File: src/rtl/scope_ring_capture_buffer_unit_defines.svh
// ----------------------------------------------------------------------------
// Scope ring capture buffer assertion macros
// Shared concurrent assertion forms used by the capture buffer top level.
// ----------------------------------------------------------------------------
`ifndef SCOPE_RING_CAPTURE_BUFFER_UNIT_DEFINES_SVH
`define SCOPE_RING_CAPTURE_BUFFER_UNIT_DEFINES_SVH

// An implication that is checked on every rising clock edge outside reset.
`define SRCB_ASSERT_IMPL(name, clk, rst_n, ante, cons) \
    name: assert property (@(posedge clk) disable iff (!rst_n) (ante) |-> (cons)) \
    else $error("srcb assertion failed");

// An implication whose consequence is checked at the next clock edge.
`define SRCB_ASSERT_NEXT(name, clk, rst_n, ante, cons) \
    name: assert property (@(posedge clk) disable iff (!rst_n) (ante) |=> (cons)) \
    else $error("srcb assertion failed");

`endif

File: src/rtl/srcb_pkg.sv
`timescale 1ns / 1ps
// ----------------------------------------------------------------------------
// Scope ring capture buffer package
// Sizes, action codes, pipeline stage types and the mix reciprocal table.
// ----------------------------------------------------------------------------
package srcb_pkg;

    localparam int DEPTH        = 2048;
    localparam int ADDR_W       = $clog2(DEPTH);
    localparam int READ_MARGIN  = 64;
    localparam int MAX_CHANNELS = 4;
    localparam int NUM_CH       = 4;
    localparam int SAMPLE_W     = 24;
    localparam int LEN_W        = 16;
    localparam int CNT_W        = 3;
    localparam int SUM_W        = SAMPLE_W + 2;
    localparam int RECIP_W      = 17;
    localparam int FRAC_W       = 16;
    localparam int PROD_W       = SUM_W + RECIP_W + 1;
    localparam int CH_RESET     = 2;

    localparam logic [1:0] ACT_MONO    = 2'd0;
    localparam logic [1:0] ACT_MIX     = 2'd1;
    localparam logic [1:0] ACT_SILENCE = 2'd2;
    localparam logic [1:0] ACT_READ    = 2'd3;

    typedef struct packed {
        logic                     is_read;
        logic                     ok;
        logic [ADDR_W-1:0]        addr;
        logic signed [SUM_W-1:0]  sum;
        logic [RECIP_W-1:0]       recip;
    } t_s1;

    typedef struct packed {
        logic                     is_read;
        logic                     ok;
        logic [ADDR_W-1:0]        addr;
        logic signed [PROD_W-1:0] prod;
    } t_s2;

    // Reciprocal of the channel count in unsigned Q1.16, truncated.
    function automatic logic [RECIP_W-1:0] recip_of(input logic [3:0] n);
        logic [RECIP_W-1:0] r;
        case (n)
            4'd1:    r = 17'd65536;
            4'd2:    r = 17'd32768;
            4'd3:    r = 17'd21845;
            4'd4:    r = 17'd16384;
            4'd5:    r = 17'd13107;
            4'd6:    r = 17'd10922;
            4'd7:    r = 17'd9362;
            4'd8:    r = 17'd8192;
            default: r = 17'd65536;
        endcase
        return r;
    endfunction

endpackage

File: src/rtl/srcb_mix.sv
`timescale 1ns / 1ps
// ----------------------------------------------------------------------------
// Scope ring capture buffer sample mixer
// Forms the channel sum and the reciprocal factor for each write beat.
// ----------------------------------------------------------------------------
module srcb_mix (
    input  logic [1:0]                             i_action,
    input  logic [srcb_pkg::CNT_W-1:0]             i_channel_count,
    input  logic signed [srcb_pkg::SAMPLE_W-1:0]   i_sample_ch0,
    input  logic signed [srcb_pkg::SAMPLE_W-1:0]   i_sample_ch1,
    input  logic signed [srcb_pkg::SAMPLE_W-1:0]   i_sample_ch2,
    input  logic signed [srcb_pkg::SAMPLE_W-1:0]   i_sample_ch3,
    input  logic [srcb_pkg::NUM_CH-1:0]            i_channel_present,
    output logic signed [srcb_pkg::SUM_W-1:0]      o_sum,
    output logic [srcb_pkg::RECIP_W-1:0]           o_recip
);

    logic signed [srcb_pkg::SAMPLE_W-1:0] samples [srcb_pkg::NUM_CH];
    logic [3:0]                           n;
    logic signed [srcb_pkg::SUM_W-1:0]    mix_sum;

    assign samples[0] = i_sample_ch0;
    assign samples[1] = i_sample_ch1;
    assign samples[2] = i_sample_ch2;
    assign samples[3] = i_sample_ch3;

    always_comb begin
        if (i_channel_count == '0) begin
            n = 4'd1;
        end else if (int'(i_channel_count) > srcb_pkg::MAX_CHANNELS) begin
            n = 4'(srcb_pkg::MAX_CHANNELS);
        end else begin
            n = 4'(i_channel_count);
        end
        mix_sum = '0;
        for (int c = 0; c < srcb_pkg::NUM_CH; c++) begin
            if (c < int'(n) && i_channel_present[c]) begin
                mix_sum = mix_sum + srcb_pkg::SUM_W'(samples[c]);
            end
        end
    end

    always_comb begin
        case (i_action)
            srcb_pkg::ACT_MONO: begin
                o_sum   = srcb_pkg::SUM_W'(i_sample_ch0);
                o_recip = srcb_pkg::recip_of(4'd1);
            end
            srcb_pkg::ACT_MIX: begin
                o_sum   = mix_sum;
                o_recip = srcb_pkg::recip_of(n);
            end
            default: begin
                o_sum   = '0;
                o_recip = srcb_pkg::recip_of(4'd1);
            end
        endcase
    end

endmodule

File: config.mk
export PLATFORM = sky130hd
export DESIGN_NAME = srcb_mix
export DESIGN_NICKNAME = d
export VERILOG_FILES = /design/src/rtl/scope_ring_capture_buffer_unit_defines.svh /design/src/rtl/srcb_pkg.sv /design/src/rtl/srcb_mix.sv
export SDC_FILE = /design/constraint.sdc
export NUM_CORES = 1
export LEC_CHECK = 0
export ABC_AREA = 1
export BUFFER_PORTS_ARGS = -buffer_cell sky130_fd_sc_hd__buf_2
export CAP_MARGIN = 15
export CORE_MARGIN = 2
export CORE_UTILIZATION = 50
export DETAILED_ROUTE_END_ITERATION = 8
export PLACE_DENSITY_LB_ADDON = 0.1
export SYNTH_ARGS = -nofsm -noshare
export SYNTH_HDL_FRONTEND = slang
export SYNTH_SLANG_ARGS = --single-unit
export TNS_END_PERCENT = 5
File: constraint.sdc
create_clock -name vclk -period 14.62
set_clock_uncertainty 0.15 [all_clocks]
set_input_delay 4.386 -clock vclk [all_inputs]
set_output_delay 4.386 -clock vclk [all_outputs]
set_load 0.01 [all_outputs]
======== Word-level counts from Yosys, hierarchy flattened ========
Memory sizes are Yosys's and may differ from the RTL's.
Cells that the tools add are included.
word-level totals
  logic and storage cells ................. 24
  bits in registers ....................... 0
  ROM bits ................................ 272
  memories kept ........................... 1
memory list
  name             depth  width  rd ports  clocked after Yosys merged registers in  wr ports  RTL line        text
  (no name shown)  16     17     1         0                                        0         srcb_pkg.sv:45  case (n)
cells by class
  muxes and demuxes ....................... 8
  magnitude comparators ................... 5
  reduce and logical (&&, ||, !) cells .... 6
  add/sub/neg operators ................... 3
  eq/ne operators ......................... 1
operators by type and width
  cell                number
  $mux 26             4
  $add 26x24->26      3
  $pmux 26 s2         1
  $mux 17             1
  $lt 1x4->1 const A  2
  $lt 2x4->1 const A  2
  $mux 3              2
  $logic_and 1x1->1   4
  $gt 3x3->1 const B  1
  $logic_not 3->1     1
  $eq 2x1->1 const B  1
  $logic_not 2->1     1

======== Logic depth before layout (Yosys ltp) ========
  depth in word-level cells ............... 13
  mapped depth ............................ 45
  depth with buffers taken out ............ 43

======== Worst setup path after synthesis ========
Ideal clock, no wire load.
  path type ............................... input port to output port
  start point ............................. input i_channel_present[0] (netlist bit)
  end point ............................... output o_sum[25] (netlist bit)
  path slack .............................. 1.082 ns
  arrival time ............................ 9.002 ns
  path buffers ............................ 2
  cell stages on the path ................. 42
  data required time ...................... 10.084 ns
  cells stage by stage .................... buf_4 clkbuf_1 nand2_1 inv_1 ha_1 fa_1 nand3_1 o21ai_2 nand2_1 nand2_1 nand2_1 nand2_1 xnor2_1 nand2_1 nand2_1 inv_1 ha_1 nand2_1 [6 not listed] nand2_1 nand2_1 inv_1 ha_1 nand2_1 inv_1 nand2_1 nor3_1 nand4_1 nand3_1 a21oi_1 nor2_1 nor2_1 nand2_1 inv_1 nand2_1 nand3_1 nand2_1
on the way
  word-level cells in the longest chain between the ends .. 9
ends and longest elaborated chain
  element              RTL line        text
  start: declaration   srcb_mix.sv:13  input logic [srcb_pkg::NUM_CH-1:0] i_channel_present,
  $logic_and 1x1->1 *  srcb_mix.sv:37  if (c < int'(n) && i_channel_present[c]) begin
  $mux 26 *            srcb_mix.sv:37
  $add 26x24->26       srcb_mix.sv:38  mix_sum = mix_sum + srcb_pkg::SUM_W'(samples[c]);
  $mux 26 *            srcb_mix.sv:37
  $add 26x24->26       srcb_mix.sv:38
  $mux 26 *            srcb_mix.sv:37
  $add 26x24->26       srcb_mix.sv:38
  $mux 26 *            srcb_mix.sv:37
  $pmux 26 s2 *        srcb_mix.sv:44  case (i_action)
  end: declaration     srcb_mix.sv:14  output logic signed [srcb_pkg::SUM_W-1:0] o_sum,
Every way passes the cells marked *; elsewhere a longest branch is shown, timed or not.

======== Worst setup path in the final report ========
  start point ............................. input i_channel_present[0] (netlist bit)
  end point ............................... output o_sum[14] (netlist bit)
The elaborated chain is that of the path after synthesis.

==> metrics.md <==
| Metric | Value |
|---|---|
| Die ar. | 13,900 µm² |
| Post-Route WL | 25,700 µm |
| Reg power frac | 0% |
| Crit path capture type | output port |
| FFs & Latches | 0 |
| Vias per cell | 5.48 |
| Post-Synth Adder-Cell Area | 14.6% |
| Final setup fails | 0 |
| Core area | 12,700 µm² |
| Switching Power | 0.000292 W |
| Mux contribution to synthesized area | 0% |
| Filler cell count | 1,446 |
| MaxCap Viol Count | 0 |
| Commonest non-fill, non-tap cells in the layout | nand2_1 (468), inv_1 (214), buf_2 (140), nor2_1 (103), a21oi_1 (89) |
| Synth Area in XOR/XNOR | 4.84% |
| Initial antenna violation count | 0 |
| CP arrival | 9.74 ns |
| Via count | 8,809 |
| Diode count | 0 |
| Status | finished clean |
| Yosys cell types | 43 |
| Share of post-route cells with drive strength above 1 | 14.6% |
| Die height | 118 µm |
| Largest family of logic cells by synthesized area | simple AND/OR/NAND/NOR gates |
| Int Power | 0.000152 W |
| Number of DRC violations after detailed routing | 0 |
| Final-layout clock buffer total | 0 |
| Starting DRC count in detailed routing | 785 |
| Total area of sequential cells | 0 µm² |
| Hold Buf Count CTS | 0 |
| Num rows | 41 |
| Most common cell after layout, fill and taps aside | nand2_1 |
| Synth Warn # | 0 |
| Overall Global Routing Usage | 34.9% |
| Critical path's most frequent cell | a21oi_1 |
| Max Slew Vio Count | 0 |
| Lkg Pwr | 4.65 nW |
| Crit path max-delay cell type | fa_1 |
| Post-DRT Antenna Nets | 0 |
| Gate Count Post-Synth | 1,309 |
| Period utilization | 97.6% |
| Setup TNS | 0 ns |
| Worst-Margin Slew | 1.04 ns |
| Logic gate share of total power | 100.0% |
| RSZ-0062 raised after global routing | false |
| Final setup margin | 0.347 ns |
| Die Span X | 118 µm |
| Layout net count | 1,616 |
| Routed length per placed instance | 16.0 µm |
| Switch share | 65.8% |
| I/O Pins | 148 |
| TritonRoute pass-1 iters | 5 |
| Synth Cell Area | 6510 µm² |
| Dpl ws | 0.208 ns |
| Critical path startpoint | i_channel_present[0] |
| Max Clk Rate | 70.1 MHz |
| First-pass GRT wire length | 39,300 µm |
| Endpoints failing hold | 0 |
| Initial Util | 51.4% |
| Peak supply drop | 0.0000379 V |
| Vias in the first global route | 7,756 |
| CP Launch Type | input port |
| Worst hold path type | in -> out |
| Hpwl dp | 22,200 µm |
| Worst Path Max Fanout | 18 |
| P&R area growth vs syn | 14.3% |
| Clk network pwr share | 0% |
| Seq/Total Area, Yosys | 0% |
| IO Port Bufs | 141 |
| Synth Area in Compound Gates | 18.0% |
| CP peak stage delay | 0.44 ns |
| Pin count of the biggest net entering global routing | 32 |
| Slew HR | 30.8% |
| GRT Residual Overflow | 0 |
| Synth Area per Inst | 4.97 µm² |
| Gpl congestion | 1.04 |
| Critical path class | in -> out |
| Simple-Gate Fraction of Synth Area | 47.1% |
| Pwr Density | 59.7 nW/µm² |
| Clock period minus worst slack | 14.27 ns |
| Hold path cells | 4 |
| Worst EP required | 10.08 ns |
| Hold_ws | 8.95 ns |
| HP Start | i_sample_ch0[5] |
layout make-up:
class,count,area [µm²],share of cell area [%]
multi-input combinational,1062,5590,75.2
timing repair buffer,152,798,10.7
tap,172,215,2.89
inverter,221,833,11.2
timing repair:
item	in CTS	in global routing
endpoints found under the setup margin	0	14
gates resized for setup	0	24
setup buffers	0	1
endpoints found under the hold margin	0	0
stage by stage:
step	cells	power (W)	area (µm²)	utilization, %
2_1_floorplan	1315	0.000303	6530	-
4_1_cts	1606	0.000427	7350	58.0
3_5_place_dp	1606	0.000424	7350	58.0
6_report	1607	0.000444	7440	58.7
3_3_place_gp	1606	0.000425	7350	58.0
5_1_grt	1607	0.000492	7440	58.7
path summary, 6_finish.rpt:
check                        to  slack (ns)
worst min-delay path   o_sum[5]        8.95
worst max-delay path  o_sum[14]        0.35
critical path, delay by kind of cell:
family,cells,cell delay [ns]
AO/OA/AOI/OAI,11,1.92
adder cells (fa/ha/maj),4,1.34
AND/OR/NAND/NOR,8,1.35
XOR/XNOR,1,0.14
buffers and inverters,6,0.59
power groups by stage:
stage | Combinational, W | Clock (W) | Sequential (W)
final | 0.000444 | 0 | 0
after global routing | 0.000492 | 0 | 0
after CTS | 0.000427 | 0 | 0
after detailed placement | 0.000424 | 0 | 0
after global placement | 0.000425 | 0 | 0
after floorplan | 0.000303 | 0 | 0
synthesized netlist by cell type (4+ instances only):
library cell,n,share of area [%]
nor3_1,16,1.2
nand2_2,14,1.3
nand2_1,470,27
ha_1,71,14
o21bai_1,11,1.3
a211oi_1,4,0.46
inv_1,215,12
nand4_1,21,2.0
a31oi_1,7,0.67
or2_2,7,0.67
clkbuf_1,12,0.69
buf_2,6,0.46
buf_4,11,1.3
o21ai_0,65,5.0
a21oi_1,95,7.3
nand3_2,4,0.62
inv_2,5,0.29
xor2_1,23,3.1
o21ai_1,7,0.54
xnor2_1,13,1.7
nor2_1,104,6.0
nand3_1,84,6.5
a21o_1,5,0.58
logic make-up (layout without fill, tap and decap cells):
family | Yosys count | after routing
and+or+nand+nor | 735 | 735
xor gates and xnor gates | 36 | 36
AOI/OAI and AO/OA | 210 | 210
adders and majority gates | 74 | 74
other | 1 | 7
buffers and inverters | 253 | 373
per-layer routing:
metal / vias up / track usage [%] / wire (µm)
met3: 58 / 3.34 / 2370
met5: - / 0 / 0
li1: 4414 / - / -
met2: 454 / 55.7 / 11100
met1: 3883 / 48.6 / 11200
met4: 0 / 12.2 / 1060
Note: power is estimated with default switching activity, not from simulation.
